<file path="config.mk">
export PLATFORM = sky130hd
export DESIGN_NAME = nearest_point_on_block_walkways_flat
export DESIGN_NICKNAME = d
export VERILOG_FILES = /design/src/rtl/core/npw_pkg.sv /design/src/rtl/core/npw_ifs.sv /design/src/rtl/core/nearest_point_on_block_walkways.sv /design/src/rtl/core/npw_seq.sv /design/src/rtl/core/npw_seg.sv /design/src/flat_wrapper.sv
export SDC_FILE = /design/constraint.sdc
export NUM_CORES = 2
export LEC_CHECK = 0
export ABC_CLOCK_PERIOD_IN_PS = 11490
export BUFFER_PORTS_ARGS = -buffer_cell sky130_fd_sc_hd__buf_2
export CAP_MARGIN = 20
export CORE_MARGIN = 2
export CORE_UTILIZATION = 50
export DETAILED_ROUTE_END_ITERATION = 10
export GPL_TIMING_DRIVEN = 0
export PLACE_DENSITY_LB_ADDON = 0.12
export SLEW_MARGIN = 20
export SYNTH_ARGS = -nofsm -noshare
export SYNTH_HDL_FRONTEND = slang
export SYNTH_SLANG_ARGS = --single-unit
</file>
<file path="constraint.sdc">
create_clock -name clk_i -period 11.49 [get_ports clk_i]
set_input_delay 1.149 -clock clk_i [delete_from_list [all_inputs] [get_ports clk_i]]
set_output_delay 1.149 -clock clk_i [all_outputs]
set_load 0.05 [all_outputs]
</file>
<file path="src/rtl/core/npw_pkg.sv">
// ----------------------------------------------------------------------------
// Nearest walkway point: package
// Widths, register indexes, reset values, segment codes and shared types.
// ----------------------------------------------------------------------------
package npw_pkg;

  // coordinate format, signed Q12.8
  localparam int unsigned COORD_W = 21;
  localparam int unsigned FRAC_W  = 8;
  localparam int unsigned DIFF_W  = COORD_W + 1;
  localparam int unsigned SQ_W    = 2 * COORD_W;
  localparam int unsigned DIST_W  = SQ_W + 1;

  // register field widths
  localparam int unsigned CELLS_W = 7;
  localparam int unsigned BORD_W  = 4;
  localparam int unsigned PITCH_W = 6;
  localparam int unsigned ROAD_W  = 5;
  localparam int unsigned INSET_W = 8;
  localparam int unsigned PROD_W  = BORD_W + PITCH_W;

  // configuration port
  localparam int unsigned CFG_IDX_W  = 3;
  localparam int unsigned CFG_DATA_W = 8;

  localparam logic [CFG_IDX_W-1:0] REG_CELLS_ACROSS  = 3'd0;
  localparam logic [CFG_IDX_W-1:0] REG_CELLS_DOWN    = 3'd1;
  localparam logic [CFG_IDX_W-1:0] REG_BORDER_ACROSS = 3'd2;
  localparam logic [CFG_IDX_W-1:0] REG_BORDER_DOWN   = 3'd3;
  localparam logic [CFG_IDX_W-1:0] REG_BLOCK_WIDTH   = 3'd4;
  localparam logic [CFG_IDX_W-1:0] REG_BLOCK_HEIGHT  = 3'd5;
  localparam logic [CFG_IDX_W-1:0] REG_ROAD_SPAN     = 3'd6;
  localparam logic [CFG_IDX_W-1:0] REG_WALK_INSET    = 3'd7;

  // reset values
  localparam logic [CELLS_W-1:0] RST_CELLS  = 7'd8;
  localparam logic [BORD_W-1:0]  RST_BORDER = 4'd1;
  localparam logic [PITCH_W-1:0] RST_PITCH  = 6'd8;
  localparam logic [ROAD_W-1:0]  RST_ROAD   = 5'd2;
  localparam logic [INSET_W-1:0] RST_INSET  = 8'd51;

  localparam logic [PITCH_W-1:0] PITCH_MAX = 6'd32;
  localparam int unsigned MAX_CELLS_DEF = 64;

  // segment codes in walk order
  localparam int unsigned SEG_W = 3;
  localparam logic [SEG_W-1:0] SEG_V0_V1 = 3'd0;
  localparam logic [SEG_W-1:0] SEG_V1_V4 = 3'd1;
  localparam logic [SEG_W-1:0] SEG_V4_V2 = 3'd2;
  localparam logic [SEG_W-1:0] SEG_V2_V3 = 3'd3;
  localparam logic [SEG_W-1:0] SEG_V3_V5 = 3'd4;
  localparam logic [SEG_W-1:0] SEG_V5_V0 = 3'd5;
  localparam logic [SEG_W-1:0] SEG_V4_V5 = 3'd6;
  localparam logic [SEG_W-1:0] SEG_LAST  = SEG_V4_V5;

  typedef struct packed {
    logic [CELLS_W-1:0] cells_across;
    logic [CELLS_W-1:0] cells_down;
    logic [BORD_W-1:0]  border_across;
    logic [BORD_W-1:0]  border_down;
    logic [PITCH_W-1:0] block_width;
    logic [PITCH_W-1:0] block_height;
    logic [ROAD_W-1:0]  road_span;
    logic [INSET_W-1:0] walk_inset;
  } npw_cfg_t;

  // one segment test request from the sequencer
  typedef struct packed {
    logic               clear;
    logic               vld;
    logic [SEG_W-1:0]   seg;
    logic [COORD_W-1:0] xl;
    logic [COORD_W-1:0] xr;
    logic [COORD_W-1:0] xm;
    logic [COORD_W-1:0] yb;
    logic [COORD_W-1:0] yt;
  } npw_issue_t;

  typedef struct packed {
    logic busy;
    logic have;
  } npw_stat_t;

endpackage

</file>
<file path="src/rtl/core/npw_ifs.sv">
// ----------------------------------------------------------------------------
// Nearest walkway point: channel interfaces
// Query, result and configuration write channels with valid/ready.
// ----------------------------------------------------------------------------
interface npw_query_if import npw_pkg::*; ();
  logic                      valid;
  logic                      ready;
  logic signed [COORD_W-1:0] query_x;
  logic signed [COORD_W-1:0] query_y;

  modport source (output valid, output query_x, output query_y, input ready);
  modport sink   (input valid, input query_x, input query_y, output ready);
endinterface

interface npw_result_if import npw_pkg::*; ();
  logic                      valid;
  logic                      ready;
  logic signed [COORD_W-1:0] nearest_x;
  logic signed [COORD_W-1:0] nearest_y;
  logic                      no_walkway;

  modport source (output valid, output nearest_x, output nearest_y, output no_walkway,
                  input ready);
  modport sink   (input valid, input nearest_x, input nearest_y, input no_walkway,
                  output ready);
endinterface

interface npw_cfg_if import npw_pkg::*; ();
  logic                  valid;
  logic                  ready;
  logic [CFG_IDX_W-1:0]  index;
  logic [CFG_DATA_W-1:0] data;

  modport source (output valid, output index, output data, input ready);
  modport sink   (input valid, input index, input data, output ready);
endinterface

</file>
<file path="src/rtl/core/nearest_point_on_block_walkways.sv">
// ----------------------------------------------------------------------------
// Nearest walkway point: a query is taken in the idle state; with no cells it goes
// straight to the done state, else through prep, init, mid, the segment run and
// drain; the result loads from done once the result register is free, and the
// next query is taken back in idle. One item at a time; the segment pipeline
// tests one segment per cycle in the run, seven per cell over the whole grid
// Reset restores the register defaults and leaves the block idle, no clearing pass
// ----------------------------------------------------------------------------
module nearest_point_on_block_walkways import npw_pkg::*; #(
  parameter int unsigned MAX_CELLS = MAX_CELLS_DEF
) (
  input  logic                clk_i,
  input  logic                rst_ni,
  npw_query_if.sink           query_i,
  npw_result_if.source        result_o,
  npw_cfg_if.sink             cfg_i
);

  npw_cfg_t                  cfg_q;
  npw_issue_t                issue;
  npw_stat_t                 stat;
  logic                      in_ready, out_load, out_free;
  logic signed [COORD_W-1:0] qx_q, qy_q, best_x, best_y;
  logic                      out_valid_q;
  logic signed [COORD_W-1:0] out_x_q, out_y_q;
  logic                      out_none_q;

  // configuration registers, always ready
  assign cfg_i.ready = 1'b1;

  always_ff @(posedge clk_i or negedge rst_ni) begin
    if (!rst_ni) begin
      cfg_q.cells_across  <= RST_CELLS;
      cfg_q.cells_down    <= RST_CELLS;
      cfg_q.border_across <= RST_BORDER;
      cfg_q.border_down   <= RST_BORDER;
      cfg_q.block_width   <= RST_PITCH;
      cfg_q.block_height  <= RST_PITCH;
      cfg_q.road_span     <= RST_ROAD;
      cfg_q.walk_inset    <= RST_INSET;
    end else if (cfg_i.valid) begin
      unique case (cfg_i.index)
        REG_CELLS_ACROSS:  cfg_q.cells_across  <= cfg_i.data[CELLS_W-1:0];
        REG_CELLS_DOWN:    cfg_q.cells_down    <= cfg_i.data[CELLS_W-1:0];
        REG_BORDER_ACROSS: cfg_q.border_across <= cfg_i.data[BORD_W-1:0];
        REG_BORDER_DOWN:   cfg_q.border_down   <= cfg_i.data[BORD_W-1:0];
        REG_BLOCK_WIDTH:   cfg_q.block_width   <= cfg_i.data[PITCH_W-1:0];
        REG_BLOCK_HEIGHT:  cfg_q.block_height  <= cfg_i.data[PITCH_W-1:0];
        REG_ROAD_SPAN:     cfg_q.road_span     <= cfg_i.data[ROAD_W-1:0];
        REG_WALK_INSET:    cfg_q.walk_inset    <= cfg_i.data[INSET_W-1:0];
        default: ;
      endcase
    end
  end

  // query capture
  assign query_i.ready = in_ready;

  always_ff @(posedge clk_i) begin
    if (query_i.valid && in_ready) begin
      qx_q <= query_i.query_x;
      qy_q <= query_i.query_y;
    end
  end

  npw_seq #(
    .MAX_CELLS (MAX_CELLS)
  ) u_seq (
    .clk_i      (clk_i),
    .rst_ni     (rst_ni),
    .cfg_i      (cfg_q),
    .in_valid_i (query_i.valid),
    .in_ready_o (in_ready),
    .out_free_i (out_free),
    .out_load_o (out_load),
    .stat_i     (stat),
    .issue_o    (issue)
  );

  npw_seg u_seg (
    .clk_i    (clk_i),
    .rst_ni   (rst_ni),
    .issue_i  (issue),
    .qx_i     (qx_q),
    .qy_i     (qy_q),
    .best_x_o (best_x),
    .best_y_o (best_y),
    .stat_o   (stat)
  );

  // result register
  assign out_free = !out_valid_q || result_o.ready;

  always_ff @(posedge clk_i or negedge rst_ni) begin
    if (!rst_ni) begin
      out_valid_q <= 1'b0;
    end else if (out_load) begin
      out_valid_q <= 1'b1;
    end else if (result_o.ready) begin
      out_valid_q <= 1'b0;
    end
  end

  always_ff @(posedge clk_i) begin
    if (out_load) begin
      out_x_q    <= best_x;
      out_y_q    <= best_y;
      out_none_q <= !stat.have;
    end
  end

  assign result_o.valid      = out_valid_q;
  assign result_o.nearest_x  = out_x_q;
  assign result_o.nearest_y  = out_y_q;
  assign result_o.no_walkway = out_none_q;

endmodule

</file>
<file path="src/rtl/core/npw_seq.sv">
// ----------------------------------------------------------------------------
// Nearest walkway point: sequencer
// Walks cells x outer, y inner, and the seven segments of each cell, keeping
// the cell's walkway edges in registers stepped by one block pitch.
// ----------------------------------------------------------------------------
module npw_seq import npw_pkg::*; #(
  parameter int unsigned MAX_CELLS = MAX_CELLS_DEF
) (
  input  logic       clk_i,
  input  logic       rst_ni,
  input  npw_cfg_t   cfg_i,
  input  logic       in_valid_i,
  output logic       in_ready_o,
  input  logic       out_free_i,
  output logic       out_load_o,
  input  npw_stat_t  stat_i,
  output npw_issue_t issue_o
);

  localparam int unsigned CNT_W = $clog2(MAX_CELLS + 1);
  localparam int unsigned HI_W  = COORD_W - FRAC_W;
  localparam logic [CELLS_W-1:0] MAX_CNT = CELLS_W'(MAX_CELLS);

  localparam logic [2:0] ST_IDLE  = 3'd0;
  localparam logic [2:0] ST_PREP  = 3'd1;
  localparam logic [2:0] ST_INIT  = 3'd2;
  localparam logic [2:0] ST_MID   = 3'd3;
  localparam logic [2:0] ST_RUN   = 3'd4;
  localparam logic [2:0] ST_DRAIN = 3'd5;
  localparam logic [2:0] ST_DONE  = 3'd6;

  function automatic logic [PITCH_W-1:0] limit_pitch(input logic [PITCH_W-1:0] p);
    logic [PITCH_W-1:0] r;
    r = p;
    if (p == '0) r = PITCH_W'(1);
    else if (p > PITCH_MAX) r = PITCH_MAX;
    return r;
  endfunction

  logic [2:0]         state_q, state_d;
  logic [CNT_W-1:0]   i_q, i_d, j_q, j_d;
  logic [SEG_W-1:0]   k_q, k_d;
  logic [PROD_W-1:0]  prod_x_q, prod_x_d, prod_y_q, prod_y_d;
  logic [COORD_W-1:0] xl_q, xl_d, xr_q, xr_d, xm_q, xm_d;
  logic [COORD_W-1:0] yb_q, yb_d, yt_q, yt_d, yb0_q, yb0_d, yt0_q, yt0_d;

  logic [CNT_W-1:0]   nx, ny;
  logic [PITCH_W-1:0] bw, bh;
  logic [COORD_W-1:0] step_x, step_y;
  logic [COORD_W:0]   mid_sum;

  // clipped counts and pitches
  assign nx = (cfg_i.cells_across > MAX_CNT) ? CNT_W'(MAX_CELLS)
                                             : cfg_i.cells_across[CNT_W-1:0];
  assign ny = (cfg_i.cells_down > MAX_CNT) ? CNT_W'(MAX_CELLS)
                                           : cfg_i.cells_down[CNT_W-1:0];
  assign bw = limit_pitch(cfg_i.block_width);
  assign bh = limit_pitch(cfg_i.block_height);
  assign step_x  = COORD_W'({bw, {FRAC_W{1'b0}}});
  assign step_y  = COORD_W'({bh, {FRAC_W{1'b0}}});
  assign mid_sum = {1'b0, xl_q} + {1'b0, xr_q};

  // next state and walk registers
  always_comb begin
    state_d  = state_q;
    i_d      = i_q;
    j_d      = j_q;
    k_d      = k_q;
    prod_x_d = prod_x_q;
    prod_y_d = prod_y_q;
    xl_d     = xl_q;
    xr_d     = xr_q;
    xm_d     = xm_q;
    yb_d     = yb_q;
    yt_d     = yt_q;
    yb0_d    = yb0_q;
    yt0_d    = yt0_q;
    in_ready_o    = 1'b0;
    out_load_o    = 1'b0;
    issue_o.clear = 1'b0;
    issue_o.vld   = 1'b0;
    issue_o.seg   = k_q;
    issue_o.xl    = xl_q;
    issue_o.xr    = xr_q;
    issue_o.xm    = xm_q;
    issue_o.yb    = yb_q;
    issue_o.yt    = yt_q;
    unique case (state_q)
      ST_IDLE: begin
        in_ready_o = 1'b1;
        if (in_valid_i) begin
          issue_o.clear = 1'b1;
          state_d = (nx == '0 || ny == '0) ? ST_DONE : ST_PREP;
        end
      end
      ST_PREP: begin
        prod_x_d = PROD_W'(cfg_i.border_across) * PROD_W'(bw);
        prod_y_d = PROD_W'(cfg_i.border_down) * PROD_W'(bh);
        state_d  = ST_INIT;
      end
      ST_INIT: begin
        // edges of the first cell
        xl_d  = {HI_W'(prod_x_q) + HI_W'(cfg_i.road_span), {FRAC_W{1'b0}}}
                + COORD_W'(cfg_i.walk_inset);
        xr_d  = {HI_W'(prod_x_q) + HI_W'(bw), {FRAC_W{1'b0}}}
                - COORD_W'(cfg_i.walk_inset);
        yb_d  = {HI_W'(prod_y_q) + HI_W'(cfg_i.road_span), {FRAC_W{1'b0}}}
                + COORD_W'(cfg_i.walk_inset);
        yt_d  = {HI_W'(prod_y_q) + HI_W'(bh), {FRAC_W{1'b0}}}
                - COORD_W'(cfg_i.walk_inset);
        yb0_d = yb_d;
        yt0_d = yt_d;
        state_d = ST_MID;
      end
      ST_MID: begin
        xm_d = mid_sum[COORD_W:1];
        i_d  = '0;
        j_d  = '0;
        k_d  = '0;
        state_d = ST_RUN;
      end
      ST_RUN: begin
        issue_o.vld = 1'b1;
        if (k_q == SEG_LAST) begin
          k_d = '0;
          if (j_q == ny - CNT_W'(1)) begin
            j_d  = '0;
            yb_d = yb0_q;
            yt_d = yt0_q;
            if (i_q == nx - CNT_W'(1)) begin
              state_d = ST_DRAIN;
            end else begin
              i_d  = i_q + CNT_W'(1);
              xl_d = xl_q + step_x;
              xr_d = xr_q + step_x;
              xm_d = xm_q + step_x;
            end
          end else begin
            j_d  = j_q + CNT_W'(1);
            yb_d = yb_q + step_y;
            yt_d = yt_q + step_y;
          end
        end else begin
          k_d = k_q + SEG_W'(1);
        end
      end
      ST_DRAIN: begin
        if (!stat_i.busy) state_d = ST_DONE;
      end
      ST_DONE: begin
        if (out_free_i) begin
          out_load_o = 1'b1;
          state_d    = ST_IDLE;
        end
      end
      default: state_d = ST_IDLE;
    endcase
  end

  // control state
  always_ff @(posedge clk_i or negedge rst_ni) begin
    if (!rst_ni) begin
      state_q <= ST_IDLE;
      i_q     <= '0;
      j_q     <= '0;
      k_q     <= '0;
    end else begin
      state_q <= state_d;
      i_q     <= i_d;
      j_q     <= j_d;
      k_q     <= k_d;
    end
  end

  // cell edge registers
  always_ff @(posedge clk_i) begin
    prod_x_q <= prod_x_d;
    prod_y_q <= prod_y_d;
    xl_q     <= xl_d;
    xr_q     <= xr_d;
    xm_q     <= xm_d;
    yb_q     <= yb_d;
    yt_q     <= yt_d;
    yb0_q    <= yb0_d;
    yt0_q    <= yt0_d;
  end

endmodule

</file>
<file path="src/rtl/core/npw_seg.sv">
// ----------------------------------------------------------------------------
// Nearest walkway point: segment test unit
// Three-stage pipeline shared by every segment: clamp and difference, two
// squares, then distance sum and keep-the-best compare.
// ----------------------------------------------------------------------------
module npw_seg import npw_pkg::*; (
  input  logic                      clk_i,
  input  logic                      rst_ni,
  input  npw_issue_t                issue_i,
  input  logic signed [COORD_W-1:0] qx_i,
  input  logic signed [COORD_W-1:0] qy_i,
  output logic signed [COORD_W-1:0] best_x_o,
  output logic signed [COORD_W-1:0] best_y_o,
  output npw_stat_t                 stat_o
);

  function automatic logic signed [COORD_W-1:0] clamp_to(
    input logic signed [COORD_W-1:0] q,
    input logic signed [COORD_W-1:0] a,
    input logic signed [COORD_W-1:0] b
  );
    logic signed [COORD_W-1:0] lo;
    logic signed [COORD_W-1:0] hi;
    logic signed [COORD_W-1:0] r;
    lo = (a < b) ? a : b;
    hi = (a < b) ? b : a;
    r  = q;
    if (q < lo) r = lo;
    else if (q > hi) r = hi;
    return r;
  endfunction

  logic signed [COORD_W-1:0] xl, xr, xm, yb, yt;
  logic signed [COORD_W-1:0] ax, bx, ay, by, px, py;

  logic                      p1_vld_q;
  logic signed [COORD_W-1:0] p1_px_q, p1_py_q;
  logic signed [DIFF_W-1:0]  p1_dx_q, p1_dy_q;
  logic                      p2_vld_q;
  logic signed [COORD_W-1:0] p2_px_q, p2_py_q;
  logic [SQ_W-1:0]           p2_dx2_q, p2_dy2_q;
  logic signed [2*DIFF_W-1:0] sq_x, sq_y;
  logic [DIST_W-1:0]         dist_sum, best_d_q;
  logic                      have_q, take;
  logic signed [COORD_W-1:0] best_x_q, best_y_q;

  assign xl = $signed(issue_i.xl);
  assign xr = $signed(issue_i.xr);
  assign xm = $signed(issue_i.xm);
  assign yb = $signed(issue_i.yb);
  assign yt = $signed(issue_i.yt);

  // segment endpoints
  always_comb begin
    unique case (issue_i.seg)
      SEG_V0_V1: begin ax = xl; bx = xl; ay = yb; by = yt; end
      SEG_V1_V4: begin ax = xl; bx = xm; ay = yt; by = yt; end
      SEG_V4_V2: begin ax = xm; bx = xr; ay = yt; by = yt; end
      SEG_V2_V3: begin ax = xr; bx = xr; ay = yt; by = yb; end
      SEG_V3_V5: begin ax = xr; bx = xm; ay = yb; by = yb; end
      SEG_V5_V0: begin ax = xm; bx = xl; ay = yb; by = yb; end
      SEG_V4_V5: begin ax = xm; bx = xm; ay = yt; by = yb; end
      default:   begin ax = xl; bx = xl; ay = yb; by = yt; end
    endcase
  end

  assign px = clamp_to(qx_i, ax, bx);
  assign py = clamp_to(qy_i, ay, by);

  // squares of the offsets
  assign sq_x = p1_dx_q * p1_dx_q;
  assign sq_y = p1_dy_q * p1_dy_q;

  // distance and strict compare, earliest segment keeps a tie
  assign dist_sum = DIST_W'(p2_dx2_q) + DIST_W'(p2_dy2_q);
  assign take     = p2_vld_q && (!have_q || dist_sum < best_d_q);

  always_ff @(posedge clk_i or negedge rst_ni) begin
    if (!rst_ni) begin
      p1_vld_q <= 1'b0;
      p2_vld_q <= 1'b0;
      have_q   <= 1'b0;
    end else begin
      p1_vld_q <= issue_i.vld;
      p2_vld_q <= p1_vld_q;
      if (issue_i.clear) have_q <= 1'b0;
      else if (take) have_q <= 1'b1;
    end
  end

  // pipeline payload
  always_ff @(posedge clk_i) begin
    p1_px_q  <= px;
    p1_py_q  <= py;
    p1_dx_q  <= DIFF_W'(qx_i) - DIFF_W'(px);
    p1_dy_q  <= DIFF_W'(qy_i) - DIFF_W'(py);
    p2_px_q  <= p1_px_q;
    p2_py_q  <= p1_py_q;
    p2_dx2_q <= sq_x[SQ_W-1:0];
    p2_dy2_q <= sq_y[SQ_W-1:0];
    if (issue_i.clear) begin
      best_x_q <= '0;
      best_y_q <= '0;
      best_d_q <= '0;
    end else if (take) begin
      best_x_q <= p2_px_q;
      best_y_q <= p2_py_q;
      best_d_q <= dist_sum;
    end
  end

  assign best_x_o    = best_x_q;
  assign best_y_o    = best_y_q;
  assign stat_o.busy = p1_vld_q | p2_vld_q;
  assign stat_o.have = have_q;

endmodule

</file>
<file path="src/flat_wrapper.sv">
// flat-port wrapper written by rule: the top's interface ports become plain ports
module nearest_point_on_block_walkways_flat import npw_pkg::*;
#(
  parameter int unsigned MAX_CELLS = MAX_CELLS_DEF
)
  (clk_i, rst_ni, query_i_valid, query_i_query_x, query_i_query_y, query_i_ready, result_o_valid, result_o_nearest_x, result_o_nearest_y, result_o_no_walkway, result_o_ready, cfg_i_valid, cfg_i_index, cfg_i_data, cfg_i_ready);
  npw_query_if query_i_i ();
  npw_result_if result_o_i ();
  npw_cfg_if cfg_i_i ();
  input  logic clk_i;
  input  logic rst_ni;
  input wire logic [$bits(query_i_i.valid)-1:0] query_i_valid;
  input wire logic [$bits(query_i_i.query_x)-1:0] query_i_query_x;
  input wire logic [$bits(query_i_i.query_y)-1:0] query_i_query_y;
  output wire logic [$bits(query_i_i.ready)-1:0] query_i_ready;
  output wire logic [$bits(result_o_i.valid)-1:0] result_o_valid;
  output wire logic [$bits(result_o_i.nearest_x)-1:0] result_o_nearest_x;
  output wire logic [$bits(result_o_i.nearest_y)-1:0] result_o_nearest_y;
  output wire logic [$bits(result_o_i.no_walkway)-1:0] result_o_no_walkway;
  input wire logic [$bits(result_o_i.ready)-1:0] result_o_ready;
  input wire logic [$bits(cfg_i_i.valid)-1:0] cfg_i_valid;
  input wire logic [$bits(cfg_i_i.index)-1:0] cfg_i_index;
  input wire logic [$bits(cfg_i_i.data)-1:0] cfg_i_data;
  output wire logic [$bits(cfg_i_i.ready)-1:0] cfg_i_ready;
  assign query_i_i.valid = query_i_valid;
  assign query_i_i.query_x = query_i_query_x;
  assign query_i_i.query_y = query_i_query_y;
  assign query_i_ready = query_i_i.ready;
  assign result_o_valid = result_o_i.valid;
  assign result_o_nearest_x = result_o_i.nearest_x;
  assign result_o_nearest_y = result_o_i.nearest_y;
  assign result_o_no_walkway = result_o_i.no_walkway;
  assign result_o_i.ready = result_o_ready;
  assign cfg_i_i.valid = cfg_i_valid;
  assign cfg_i_i.index = cfg_i_index;
  assign cfg_i_i.data = cfg_i_data;
  assign cfg_i_ready = cfg_i_i.ready;
  nearest_point_on_block_walkways #(.MAX_CELLS(MAX_CELLS)) u_core (.clk_i(clk_i), .rst_ni(rst_ni), .query_i(query_i_i), .result_o(result_o_i), .cfg_i(cfg_i_i));
endmodule
</file>
==> flow_summary.yaml <==
status:
  status: "completed"
drt:
  vias: 46329
  viasPerCell: 5.32
  ant_nets: 0
  drcViolationCount: 0
  first_pass_iters: 5
  drt_wl_total_um: 172000
  wl_per_cell_um: 19.8
  drtIter0Drc: 2971
placed_design:
  gp_congestion: 0.963
  io_buffers: 100
  dp_hpwl_um: 143000
  place_inst: 8576
critical_path:
  cp.required_ns: 12.09
  r2r_cells: 37
  r2r-end: "u_core.u_seg.p1_dy_q[14]"
  cp_max_fo: 10
  cp_top_family: "compound AO/OA/AOI/OAI gates"
  cp_slowest_cell: "o31ai_1"
  crit_arrival_ns: 11.50
  start_kind: "flop"
  slowest_delay_ns: 0.87
  path_class: "flop to flop"
  r2r-start: "u_core.u_seq.k_q[0]"
  reg2reg_slack_ns: 0.59
  cp_num_buf_inv: 11
  endpoint_kind: "flop"
finish:
  syn_to_final_growth_pct: 8.26
  nNetsFinal: 8487
  final-seq-area_mm2: 0.0151
  multi_input_area_mm2: 0.0455
  instances_no_fill: 8706
  layout-drive-gt1-share_pct: 6.16
  n_fill_cell: 11903
yosys:
  synthAdderAreaFrac_pct: 39.5
  synth_area_mm2: 0.0660
  ys_seq_area_share_pct: 22.9
  synth_ff_type: "dfxtp_1"
  synthSimpleGateAreaFrac_pct: 11.1
  synth.avg_cell_area_um2: 9.83
  synthCells: 6712
  synthMuxAreaShare_pct: 5.41
  yosysUniqueCellTypes: 85
  synth-seq-cells: 612
  yosysWarnings: 0
  synth-xor-area-share_pct: 4.51
  synth_compound_area_share_pct: 8.28
  synth_nets: 8305
  synth-async-reset-ratio_pct: 11.6
  synth_top_family_by_area: "adder cells"
  synth-edff-count: 246
sta:
  rsz0062_at_grt: "no"
  max_slew_margin_pct: 27.5
  whs_ns: 0.323
  period_minus_slack_ns: 10.90
  fmax_ghz: 0.0918
  period_share_pct: 94.8
  maxSlewViolCount: 0
  hold_viol: 0
  worst_pin_slew_ns: 1.09
  skew_ns: 0.0629
  finalSetupViolCount: 0
global_routing:
  grt_pass1_wl_um: 272000
  antenna_found_initial: 9
  overflow: 0
  grt_use_total_pct: 26.0
  grt_max_degree: 38
  grt_pass1_vias: 48930
hold_path:
  worstHoldPathType: "flop to flop"
  min-delay-start: "u_core.u_seg.p1_py_q[20]"
  hold_end: "u_core.u_seg.p2_py_q[20]"
  whs_path_depth: 0
clock_tree:
  insertion_delay_ns: 0.69
  ctsLongestPathBuffers: 3
  cts_made_buffers: 72
  htreeDepth: 3
  clock_sinks: 612
  hold_buffers: 0
  cts_tree: "built"
  clock-root-buffer: "clkbuf_16"
  clk_pin_slew_ns: 0.06
floorplan:
  dieArea_mm2: 0.135
  initial_utilization_pct: 50.3
  fp.coreArea_mm2: 0.131
  die_y_um: 367
  ios: 104
  rows: 133
  chipWidth_um: 367
flow_run:
  drv_cap: 0
[logic make-up after synthesis]
family	count (synthesis)
flip-flops	612
AND/OR/NAND/NOR	1555
buffers and inverters	1443
adder cells (fa/ha/maj)	1535
AO/OA/AOI/OAI	884
multiplexers	342
other	1
XOR/XNOR	340
[state kept, by name, summed over array words and instances (netlist names), 21 cells and up]
signal	flops
u_core.u_seq.xm_q	21
u_core.u_seg.best_y_o	21
u_core.result_o.nearest_y	21
u_core.u_seg.best_x_o	21
u_core.cfg_q	47
u_core.u_seq.yt_q	21
u_core.qx_q	21
u_core.u_seq.xr_q	21
u_core.u_seg.p1_px_q	21
u_core.u_seg.p2_py_q	21
u_core.u_seg.p2_dy2_q	41
u_core.u_seg.p2_dx2_q	41
u_core.u_seg.p1_dx_q	22
u_core.result_o.nearest_x	21
u_core.u_seg.p1_py_q	21
u_core.u_seg.p1_dy_q	22
u_core.qy_q	21
u_core.u_seg.best_d_q	43
u_core.u_seg.p2_px_q	21
[routing by layer]
layer	share of wire, %	GRT usage (%)	routed length [um]
met4	3.4	8.40	5800
met5	0.016	0	28
met3	5.1	3.30	8860
met2	49	44.8	84600
met1	42	33.9	72800
[timing repair]
action                                  CTS  global route
gates resized for setup                   9            35
setup buffers                             0             0
endpoints found under the setup margin    8            19
[placed cells by master, fill, tap and decap left out, types with 12 or more instances in the layout]
cell,count
o21ai_0,179
clkbuf_1,169
nand2b_1,51
or3_1,19
mux2_2,112
mux2i_1,228
clkbuf_16,79
or2_2,12
inv_1,1234
buf_2,114
o211ai_1,16
nor2b_1,61
ha_1,620
o21bai_1,39
fa_1,915
nand3_1,60
and2_1,221
dfrtp_1,60
a21o_1,151
and3_1,34
a31oi_1,17
nand4_1,39
a22oi_1,21
clkbuf_2,20
xnor2_1,221
nor2_1,410
o21a_1,27
nand2_1,523
a21oi_1,316
nor3b_1,15
nor3_1,55
a211oi_1,15
xor2_1,119
edfxtp_1,246
dfxtp_1,295
[per-stage QoR]
stage          util, %  cell area [um2]  TNS (ns)  setup slack [ns]
2_1_floorplan        -            66000         0              1.84
3_3_place_gp      52.3            68700     -1.05            -0.402
3_5_place_dp      52.5            68900     -1.27            -0.398
4_1_cts           54.4            71400         0            0.0499
5_1_grt           54.4            71400         0          0.000920
6_report          54.4            71400         0             0.592
[cell usage after synthesis, drive strengths merged (113+ instances only)]
cell | n | area (um2)
mux2 | 113 | 1280
nor2 | 412 | 1550
clkbuf | 169 | 634
xnor2 | 221 | 1940
edfxtp | 246 | 7390
and2 | 221 | 1380
a21oi | 319 | 1600
inv | 1235 | 4640
ha | 620 | 7760
nand2 | 524 | 1970
dfxtp | 295 | 5910
o21ai | 185 | 926
fa | 915 | 18300
mux2i | 229 | 2290
a21o | 151 | 1130
xor2 | 119 | 1040
[worst max-delay path by stage]
| stage | from | to | depth (start not counted) |
|---|---|---|---|
| floorplan | u_core.u_seq.k_q[0] | u_core.u_seg.p1_dx_q[20] | 48 |
| finish | u_core.u_seq.k_q[0] | u_core.u_seg.p1_dy_q[14] | 37 |
| CTS | u_core.u_seq.k_q[0] | u_core.u_seg.p1_dx_q[19] | 51 |
| detailed placement | u_core.u_seq.k_q[0] | u_core.u_seg.p1_dx_q[20] | 53 |
| global route | u_core.u_seq.k_q[1] | u_core.u_seg.p1_dx_q[20] | 53 |
| global placement | u_core.u_seq.k_q[0] | u_core.u_seg.p1_dx_q[20] | 53 |
[area by class of cell]
type	instances	share of cell area, %
Clock buffer	105	3.02
Multi-Input combinational cell	4657	63.7
Inverter	1238	6.51
Tap cell	1755	3.07
Sequential cell	612	21.1
Clock inverter	25	0.475
Timing Repair Buffer	109	0.914
Antenna cell	1	0.00350
Buffer	204	1.19
Power is left out: the tool's default activity adds up to more than one toggle a clock period on the data nets, which glitch-free logic cannot reach.
